[src/rtl/mf5_pkg.sv]
// shared constants for the five-tap median filter with mirrored record edges
// no dependencies
package mf5_pkg;

  localparam int WIN_TAPS   = 5;
  localparam int WIN_HALF   = 2;
  localparam int HIST_DEPTH = 4;

  // seen count saturates at the history depth
  localparam int COUNT_BITS = 3;
  // window position within the known samples, 0 .. HIST_DEPTH
  localparam int POS_BITS   = 3;
  // results still owed by one item, 0 .. WIN_HALF + 1
  localparam int NRES_BITS  = 2;

  typedef logic [COUNT_BITS-1:0] count_t;
  typedef logic [POS_BITS-1:0]   pos_t;
  typedef logic [NRES_BITS-1:0]  nres_t;

endpackage

[src/rtl/mf5_if.sv]
// stream interfaces for the median filter: sample channel and result channel
// no dependencies
interface mf5_in_if #(
  parameter int SAMPLE_BITS = 16
);
  logic                          valid;
  logic                          ready;
  logic signed [SAMPLE_BITS-1:0] sample_in;
  logic                          last_sample;

  modport source (output valid, output sample_in, output last_sample, input ready);
  modport sink   (input valid, input sample_in, input last_sample, output ready);
endinterface

interface mf5_out_if #(
  parameter int SAMPLE_BITS = 16
);
  logic                          valid;
  logic                          ready;
  logic signed [SAMPLE_BITS-1:0] median_out;
  logic                          last_result;

  modport source (output valid, output median_out, output last_result, input ready);
  modport sink   (input valid, input median_out, input last_result, output ready);
endinterface

[src/rtl/median5_filter_mirror_edges.sv]
// five-tap running median filter with mirrored edges, top level
// depends on mf5_pkg and the stream interfaces in mf5_if
//
//   channel   | direction | payload                   | handshake
//   ----------+-----------+---------------------------+-------------
//   sample_i  | in        | sample_in, last_sample    | valid/ready
//   result_o  | out       | median_out, last_result   | valid/ready
//
// a sample that yields at most one result leaves the window register with it;
// the last sample of a record yields up to three results, issued one a cycle from
// the window register unless the output stalls, and holds it until the final result
// a sample is held in the window register and its result in the result register
// rst_ni clears the seen count and all valid flags; history needs no reset
// a stalled result register backs up into the window register and then the input
module median5_filter_mirror_edges
  import mf5_pkg::*;
#(
  parameter int SAMPLE_BITS = 16
) (
  input  logic             clk_i,
  input  logic             rst_ni,
  mf5_in_if.sink           sample_i,
  mf5_out_if.source        result_o
);

  typedef logic signed [SAMPLE_BITS-1:0] smp_t;

  // running history, entry 0 most recent
  smp_t   hist_q [HIST_DEPTH];
  count_t count_q;

  // window register: known samples of the record, oldest first, newest at top_q
  logic   win_valid_q;
  smp_t   buf_q  [HIST_DEPTH+1];
  pos_t   top_q;
  logic   last_q;
  nres_t  idx_q;

  // result register
  logic   out_valid_q;
  smp_t   median_q;
  logic   last_res_q;

  logic   in_fire;
  pos_t   k_in;
  smp_t   buf_d [HIST_DEPTH+1];

  nres_t  n_res;
  pos_t   base;
  pos_t   centre;
  smp_t   taps [WIN_TAPS];
  smp_t   median;
  logic   advance;
  logic   win_done;

  // mirror a window offset into the known samples 0 .. top
  function automatic pos_t tap_index(input pos_t c, input int d, input pos_t top);
    int j;
    int t;
    t = int'(top);
    j = int'(c) + d - WIN_HALF;
    if (j < 0) j = -j - 1;
    if (j > t) j = 2 * t + 1 - j;
    if (j < 0) j = 0;
    if (j > t) j = t;
    return pos_t'(j);
  endfunction

  assign in_fire = sample_i.valid && sample_i.ready;

  // saturated count gives the position of the new sample
  assign k_in = (int'(count_q) > HIST_DEPTH) ? pos_t'(HIST_DEPTH) : pos_t'(count_q);

  // lay the record out oldest first, positions above the new sample unused
  always_comb begin
    for (int p = 0; p <= HIST_DEPTH; p++) begin
      if (p == int'(k_in)) begin
        buf_d[p] = sample_i.sample_in;
      end else if (p < int'(k_in)) begin
        buf_d[p] = hist_q[2'(int'(k_in) - 1 - p)];
      end else begin
        buf_d[p] = sample_i.sample_in;
      end
    end
  end

  // history and count follow every sample transaction
  always_ff @(posedge clk_i or negedge rst_ni) begin
    if (!rst_ni) begin
      count_q <= '0;
    end else if (in_fire) begin
      if (sample_i.last_sample) begin
        count_q <= '0;
      end else if (int'(k_in) < HIST_DEPTH) begin
        count_q <= count_t'(k_in + pos_t'(1));
      end else begin
        count_q <= count_t'(HIST_DEPTH);
      end
    end
  end

  always_ff @(posedge clk_i) begin
    if (in_fire) begin
      for (int i = HIST_DEPTH - 1; i > 0; i--) begin
        hist_q[i] <= hist_q[i-1];
      end
      hist_q[0] <= sample_i.sample_in;
    end
  end

  // results owed by the held item and the centre of the first one
  always_comb begin
    if (last_q) begin
      base  = (int'(top_q) >= WIN_HALF) ? pos_t'(top_q - pos_t'(WIN_HALF)) : '0;
      n_res = nres_t'(top_q - base + pos_t'(1));
    end else if (int'(top_q) >= WIN_HALF) begin
      base  = pos_t'(top_q - pos_t'(WIN_HALF));
      n_res = nres_t'(1);
    end else begin
      base  = '0;
      n_res = '0;
    end
  end

  assign centre = pos_t'(base + pos_t'(idx_q));

  always_comb begin
    for (int d = 0; d < WIN_TAPS; d++) begin
      taps[d] = buf_q[tap_index(centre, d, top_q)];
    end
  end

  // rank select: ties broken by tap position, the tap of rank two is the median
  always_comb begin
    int rank;
    median = taps[0];
    for (int i = 0; i < WIN_TAPS; i++) begin
      rank = 0;
      for (int j = 0; j < WIN_TAPS; j++) begin
        if (j != i) begin
          if ((taps[j] < taps[i]) || ((taps[j] == taps[i]) && (j < i))) rank++;
        end
      end
      if (rank == WIN_HALF) median = taps[i];
    end
  end

  assign advance  = win_valid_q && (n_res != '0) && (!out_valid_q || result_o.ready);
  // an item with no result leaves at once, otherwise with its final result
  assign win_done = win_valid_q && ((n_res == '0) || (advance && (idx_q == n_res - 1'b1)));

  assign sample_i.ready = !win_valid_q || win_done;

  always_ff @(posedge clk_i or negedge rst_ni) begin
    if (!rst_ni) begin
      win_valid_q <= 1'b0;
      idx_q       <= '0;
    end else if (in_fire) begin
      win_valid_q <= 1'b1;
      idx_q       <= '0;
    end else if (win_done) begin
      win_valid_q <= 1'b0;
      idx_q       <= '0;
    end else if (advance) begin
      idx_q <= idx_q + 1'b1;
    end
  end

  always_ff @(posedge clk_i) begin
    if (in_fire) begin
      buf_q  <= buf_d;
      top_q  <= k_in;
      last_q <= sample_i.last_sample;
    end
  end

  // result register
  always_ff @(posedge clk_i or negedge rst_ni) begin
    if (!rst_ni) begin
      out_valid_q <= 1'b0;
    end else if (advance) begin
      out_valid_q <= 1'b1;
    end else if (result_o.ready) begin
      out_valid_q <= 1'b0;
    end
  end

  always_ff @(posedge clk_i) begin
    if (advance) begin
      median_q   <= median;
      last_res_q <= last_q && (idx_q == n_res - 1'b1);
    end
  end

  assign result_o.valid       = out_valid_q;
  assign result_o.median_out  = median_q;
  assign result_o.last_result = last_res_q;

endmodule
[src/flat_wrapper.sv]
// flat-port wrapper written by rule: the top's interface ports become plain ports
module median5_filter_mirror_edges_flat import mf5_pkg::*;
#(
  parameter int SAMPLE_BITS = 16
)
  (clk_i, rst_ni, sample_i_valid, sample_i_sample_in, sample_i_last_sample, sample_i_ready, result_o_valid, result_o_median_out, result_o_last_result, result_o_ready);
  mf5_in_if #(.SAMPLE_BITS(SAMPLE_BITS)) sample_i_i ();
  mf5_out_if #(.SAMPLE_BITS(SAMPLE_BITS)) result_o_i ();
  input  logic clk_i;
  input  logic rst_ni;
  input wire logic [$bits(sample_i_i.valid)-1:0] sample_i_valid;
  input wire logic [$bits(sample_i_i.sample_in)-1:0] sample_i_sample_in;
  input wire logic [$bits(sample_i_i.last_sample)-1:0] sample_i_last_sample;
  output wire logic [$bits(sample_i_i.ready)-1:0] sample_i_ready;
  output wire logic [$bits(result_o_i.valid)-1:0] result_o_valid;
  output wire logic [$bits(result_o_i.median_out)-1:0] result_o_median_out;
  output wire logic [$bits(result_o_i.last_result)-1:0] result_o_last_result;
  input wire logic [$bits(result_o_i.ready)-1:0] result_o_ready;
  assign sample_i_i.valid = sample_i_valid;
  assign sample_i_i.sample_in = sample_i_sample_in;
  assign sample_i_i.last_sample = sample_i_last_sample;
  assign sample_i_ready = sample_i_i.ready;
  assign result_o_valid = result_o_i.valid;
  assign result_o_median_out = result_o_i.median_out;
  assign result_o_last_result = result_o_i.last_result;
  assign result_o_i.ready = result_o_ready;
  median5_filter_mirror_edges #(.SAMPLE_BITS(SAMPLE_BITS)) u_core (.clk_i(clk_i), .rst_ni(rst_ni), .sample_i(sample_i_i), .result_o(result_o_i));
endmodule
[config.mk]
export PLATFORM = sky130hd
export DESIGN_NAME = median5_filter_mirror_edges_flat
export DESIGN_NICKNAME = d
export VERILOG_FILES = /design/src/rtl/mf5_pkg.sv /design/src/rtl/mf5_if.sv /design/src/rtl/median5_filter_mirror_edges.sv /design/src/flat_wrapper.sv
export SDC_FILE = /design/constraint.sdc
export NUM_CORES = 1
export LEC_CHECK = 0
export BUFFER_PORTS_ARGS = -buffer_cell sky130_fd_sc_hd__buf_2
export CAP_MARGIN = 20
export CORE_ASPECT_RATIO = 1.2
export CORE_MARGIN = 2
export CORE_UTILIZATION = 60
export CTS_CLUSTER_DIAMETER = 100
export DETAILED_ROUTE_END_ITERATION = 16
export MAX_ROUTING_LAYER = met4
export PLACE_DENSITY = 0.86
export SYNTH_ARGS = -nofsm -noshare
export SYNTH_HDL_FRONTEND = slang
export SYNTH_SLANG_ARGS = --single-unit
[constraint.sdc]
create_clock -name clk_i -period 25 [get_ports clk_i]
set_clock_uncertainty 0.15 [all_clocks]
set_input_delay 2.5 -clock clk_i [delete_from_list [all_inputs] [get_ports clk_i]]
set_output_delay 2.5 -clock clk_i [all_outputs]
set_load 0.1 [all_outputs]
==> impl_metrics.py, run 1 <==
metrics = {
    "run_status": {
        "status": "finished, final reports clean",
    },
    "drt": {
        "wl_per_cell_um": 23.2,
        "num_vias": 14595,
        "drt_wl_total_um": 49100,
        "post_drt_via_cell_ratio": 6.91,
        "ant_nets": 0,
        "drtIter0Drc": 1401,
        "drc_errors": 0,
        "dr.pass1.iters": 6,
    },
    "cells_and_area": {
        "antenna_cells": 0,
        "mostFrequentLayoutCell": "ha_1",
        "final_util_pct": 64.6,
        "final_cell_mix": "ha_1, edfxtp_1, nand2_1",
        "num-nets-final": 1982,
        "final_layout_size_suffix_gt1_share_pct": 18.4,
        "area_growth_pct": 6.52,
    },
    "critical_path": {
        "slowest_delay_ns": 1.00,
        "path_class": "register to register",
        "critPathMostFrequentCell": "ha_1",
        "end_kind": "register",
        "arrival_ns": 15.34,
        "cpMaxStageDelayCell": "or3_1",
        "startpoint_type": "register",
        "cp_max_fo": 32,
        "reg2reg_depth": 51,
        "crit_required_ns": 25.15,
    },
    "floorplanning": {
        "die-area_mm2": 0.0312,
        "rows": 69,
        "start_util_pct": 60.6,
        "ios": 40,
        "die_w_um": 162,
        "core_area_mm2": 0.0295,
        "die_h_um": 193,
    },
    "timing": {
        "final_hold_viol_count": 0,
        "max_freq_ghz": 0.0658,
        "maxSlewHeadroom_pct": 22.6,
        "maxSlewViolCount": 0,
        "worst_slew_pin_slew_ns": 1.16,
        "fin_crit_sh_pct": 60.8,
        "fin_crit_ns": 15.20,
        "rsz0062_at_grt": "false",
        "tns_ns": 0,
        "whs_ns": 0.325,
        "final-setup-viol-count": 0,
    },
    "min_path": {
        "worst_hold_path_type": "register to register",
        "whs_path_depth": 0,
    },
    "job": {
        "maxCapViolCount": 0,
    },
    "clock_tree": {
        "cts-root-buf": "clkbuf_16",
        "cts_tree": "built",
        "cts-resized-gates": 0,
        "cts_buffers": 17,
        "post-cts-setup-buffers": 0,
        "ctsHoldBuffers": 0,
        "clk_latency_ns": 0.46,
        "clock_path_buffers": 2,
        "path_clk_slew_ns": 0.08,
        "numClockSinks": 172,
        "htree_levels": 4,
    },
    "placement": {
        "io_buffers": 39,
        "place.gp.congestion": 0.972,
        "dp_hpwl_um": 36900,
    },
    "grt": {
        "grt_max_degree": 88,
        "grt_pass1_vias": 14537,
        "grt_first_pass_wirelength_um": 78100,
        "antenna_found_initial": 0,
        "grtUsageTotal_pct": 32.8,
        "overflow": 0,
    },
    "logic_synthesis": {
        "synth_area_per_cell_um2": 10.5,
        "yosys_register_bits": 172,
        "yosysUniqueCellTypes": 96,
        "synthFlopType": "edfxtp_1",
        "synth_cells": 1701,
        "async_reset_ff_share_pct": 4.07,
        "synth-edff-count": 165,
        "synth-seq-area-share_pct": 28.7,
        "yosys_warnings": 0,
        "synthesis.area_mm2": 0.0179,
        "syn_nets": 1974,
    },
}
==> through the flow <==
step | instance area (µm²) | instances | setup slack [ns]
floorplan | 17900 | 1701 | 12.17
global placement | 18500 | 2080 | 10.51
detailed placement | 18500 | 2080 | 10.08
CTS | 19100 | 2112 | 10.07
global route | 19100 | 2112 | 8.61
finish | 19100 | 2112 | 9.80
==> synthesized netlist by cell type, drive strengths merged, types with 35 or more instances <==
cell	n	share of area [%]
a21o	45	1.9
a21oi	62	1.8
a22oi	35	1.5
clkbuf	60	1.3
edfxtp	165	28
ha	245	17
inv	108	2.3
mux2	85	5.3
mux2i	83	4.7
mux4	78	9.8
nand2	139	3.0
nor2	77	1.6
o21ai	81	2.3
==> cells by family after synthesis <==
family                   after synthesis  share of synthesized area (%)
buffers and inverters                192                           4.24
multiplexers                         246                           19.8
flip-flops                           172                           28.7
AO/OA/AOI/OAI                        385                           15.5
adder cells (fa/ha/maj)              252                           17.9
AND/OR/NAND/NOR                      430                           12.6
XOR/XNOR                              24                           1.22
==> cell type report <==
type	count	area (µm²)
tap	390	488
sequential	172	5130
multi-input combinational	1337	12000
timing repair buffer	70	428
clock inverter	14	130
fill	2286	10500
inverter	111	423
clock buffer	18	429
==> sequential cells by signal, summed over array words and instances (netlist names) <==
register                     cells
u_core.top_q                     3
u_core.count_q                   3
u_core.result_o.last_result      1
u_core.result_o.valid            1
u_core.result_o.median_out      16
u_core.idx_q                     2
u_core.win_valid_q               1
u_core.buf_q                    80
u_core.last_q                    1
u_core.hist_q                   64
==> worst max-delay path: cells and delay by family, from the launching register on <==
family	cells	cell delay (ns)
flip-flops	1	0.32
XOR/XNOR	3	0.79
multiplexers	1	0.57
adder cells (fa/ha/maj)	10	3.32
AND/OR/NAND/NOR	13	3.72
buffers and inverters	4	0.83
AO/OA/AOI/OAI	20	5.29
==> worst paths after layout <==
kind	start	end	slack (ns)
setup reg to reg	u_core.top_q[2]	u_core.result_o.median_out[10]	9.80
max in group asynchronous	rst_ni	u_core.count_q[2]	22.82
min in group asynchronous	rst_ni	u_core.result_o.valid	1.72
hold / removal	u_core.hist_q[1][0]	u_core.hist_q[2][0]	0.32
hold reg to reg	u_core.hist_q[1][0]	u_core.hist_q[2][0]	0.32
setup / recovery	u_core.top_q[2]	u_core.result_o.median_out[10]	9.80
==> metal layers <==
metal | GRT usage (%) | wire (µm) | vias up
met3 | 4.56 | 3850 | 130
met5 | - | 0 | -
met2 | 53.3 | 23500 | 782
met1 | 42.2 | 20200 | 7087
met4 | 12.7 | 1590 | 0
li1 | - | - | 6596
Power of run 1 is not shown: default switching activity piles up to over one toggle a cycle in this logic, so the estimate is an artifact.
==> run 2, diff against run 1 <==
Settings changed: ABC_AREA set to 1.
Clock period 25 ns to 15 ns, I/O delays scaled along.
==> run 2 against run 1 <==
Effect of this change:
- fmax is 13% higher
- utilization is 0.43 points higher
- count of clock-buffer cells in the layout is 1 lower
- die area is 1.5% higher
- critical endpoint is now u_core.result_o.median_out[12]
==> impl_metrics.py, run 2 <==
metrics = {
    "cells_and_area": {
        "num-nets-final": 2775,
        "final_cell_mix": "nand2_1, o21ai_0, inv_1",
        "mostFrequentLayoutCell": "nand2_1",
        "antenna_cells": 0,
        "instances_no_fill": 2905,
        "largest_register": "u_core.buf_q",
        "largest_reg_flops": 80,
        "final_layout_size_suffix_gt1_share_pct": 6.44,
        "area_growth_pct": 6.20,
    },
    "logic_synthesis": {
        "synth_area_per_cell_um2": 7.19,
        "synthTopCellsByCount": "nand2_1, o21ai_0, inv_1, ha_1, nor2_1",
        "async_reset_ff_share_pct": 4.07,
        "syn_nets": 2801,
        "synth_top_cell_by_area": "edfxtp_1",
        "synth_cells": 2528,
        "synth-seq-area-share_pct": 28.2,
        "yosys.area.top_type_share_pct": 27.3,
        "synthFlopType": "edfxtp_1",
        "yosysMostFrequentCell": "nand2_1",
        "yosysUniqueCellTypes": 59,
        "yosys_register_bits": 172,
        "synth.top_cells.by_area": "edfxtp_1, ha_1, nand2_1, o21ai_0, inv_1",
        "synth-edff-count": 165,
        "yosys_warnings": 0,
        "synthesis.area_mm2": 0.0182,
    },
    "clock_tree": {
        "ctsHoldBuffers": 0,
        "cts-resized-gates": 0,
        "htree_levels": 4,
        "cts-root-buf": "clkbuf_16",
        "cts_tree": "built",
        "numClockSinks": 172,
        "cts_buffers": 17,
        "post-cts-setup-buffers": 0,
        "clk_latency_ns": 0.46,
        "path_clk_slew_ns": 0.08,
        "clock_path_buffers": 2,
    },
    "timing": {
        "tns_ns": 0,
        "whs_ns": 0.303,
        "fin_crit_ns": 13.41,
        "worst_slew_pin_slew_ns": 1.07,
        "final_hold_viol_count": 0,
        "fin_crit_sh_pct": 89.4,
        "max_freq_ghz": 0.0746,
        "worst_slack_ns": 1.59,
        "final-setup-viol-count": 0,
        "maxSlewViolCount": 0,
        "rsz0062_at_grt": "false",
        "maxSlewHeadroom_pct": 28.5,
    },
    "critical_path": {
        "crit_required_ns": 15.08,
        "r2r_start": "u_core.top_q[1]",
        "startpoint_type": "register",
        "critPathMostFrequentCell": "nand2_1",
        "reg2reg_depth": 58,
        "crit_path_end": "u_core.result_o.median_out[12]",
        "rr_endpoint": "u_core.result_o.median_out[12]",
        "cp_max_fo": 43,
        "reg2reg_slack_ns": 1.59,
        "crit_path_start": "u_core.top_q[1]",
        "slowest_delay_ns": 0.70,
        "arrival_ns": 13.49,
        "end_kind": "register",
        "cpMaxStageDelayCell": "edfxtp_1",
        "path_class": "register to register",
    },
    "placement": {
        "place_ws_ns": 1.78,
        "place.gp.congestion": 1.01,
        "io_buffers": 39,
        "dp_hpwl_um": 39400,
        "dp.cells": 2872,
    },
    "drt": {
        "ant_nets": 0,
        "wl_per_cell_um": 17.7,
        "post_drt_via_cell_ratio": 6.14,
        "drtIter0Drc": 1580,
        "drc_errors": 0,
        "num_vias": 17846,
        "dr.pass1.iters": 6,
        "drt_wl_total_um": 51600,
    },
    "floorplanning": {
        "core_area_mm2": 0.0297,
        "ios": 40,
        "die-area_mm2": 0.0317,
        "die_h_um": 195,
        "rows": 69,
        "die_w_um": 163,
        "start_util_pct": 61.2,
    },
    "grt": {
        "grtUsageTotal_pct": 33.4,
        "grt_max_degree": 84,
        "grt_pass1_vias": 16489,
        "antenna_found_initial": 0,
        "grt_first_pass_wirelength_um": 82900,
        "overflow": 0,
    },
    "min_path": {
        "worst_hold_path_type": "register to register",
    },
    "job": {
        "maxCapViolCount": 0,
    },
    "run_status": {
        "status": "finished, final reports clean",
    },
}
-- run 2: changes by cell type after synthesis, sizes merged, moves of 54 or more --
cell and change:
a21oi +54, inv +209, mux2 -81, mux2i -76, mux4 -78, nand2 +434, nand3 +116, nor2 +137
o21ai +257
-- run 2: area by class of cell --
cell class	instances	area, µm²
multi-input cells	1919	11400
fillers	2570	10400
flip-flops and latches	172	5130
inverters	317	1190
well taps	390	488
repair buffers	75	465
clock buffers	17	425
clock inverters	15	176
-- run 2: kinds of logic after synthesis --
group	Yosys count	synth area share (%)
compound gates	630	19.6
mux	11	0.633
simple gates	1005	23.6
xor+xnor	21	1.12
flops	172	28.2
buf+inv	437	9.13
fa+ha+maj	252	17.6
-- run 2: worst min path at each step --
stage | startpoint | endpoint | slack (ns) | depth (start not counted)
final | u_core.hist_q[1][4] | u_core.hist_q[2][4] | 0.30 | 0
after global routing | u_core.hist_q[1][4] | u_core.hist_q[2][4] | 0.32 | 0
after CTS | u_core.hist_q[0][15] | u_core.hist_q[1][15] | 0.30 | 0
after detailed placement | u_core.hist_q[0][10] | u_core.hist_q[1][10] | 0.29 | 0
after global placement | u_core.hist_q[2][15] | u_core.hist_q[3][15] | 0.28 | 0
after floorplan | u_core.hist_q[0][10] | u_core.hist_q[1][10] | 0.28 | 0
-- run 2: routing by layer --
layer,GRT usage [%],wire length (µm)
met1,44.0,21600
met2,53.1,23700
met3,4.35,4610
met4,11.1,1610
met5,-,0
-- run 2: worst max-delay path, delay by kind of cell (launching register included) --
kind                     cells  cell delay [ns]
flip-flops                   1             0.70
XOR/XNOR                     3             0.68
adder cells (fa/ha/maj)      8             2.67
AO/OA/AOI/OAI               16             3.64
buffers and inverters       12             2.77
AND/OR/NAND/NOR             19             2.55
-- run 2: stage by stage --
step	utilization, %	cell area [µm²]
floorplan	-	18200
global placement	62.9	18700
detailed placement	62.9	18700
CTS	65.0	19300
global route	65.0	19300
finish	65.0	19300
Power of run 2 is left out for the same reason.
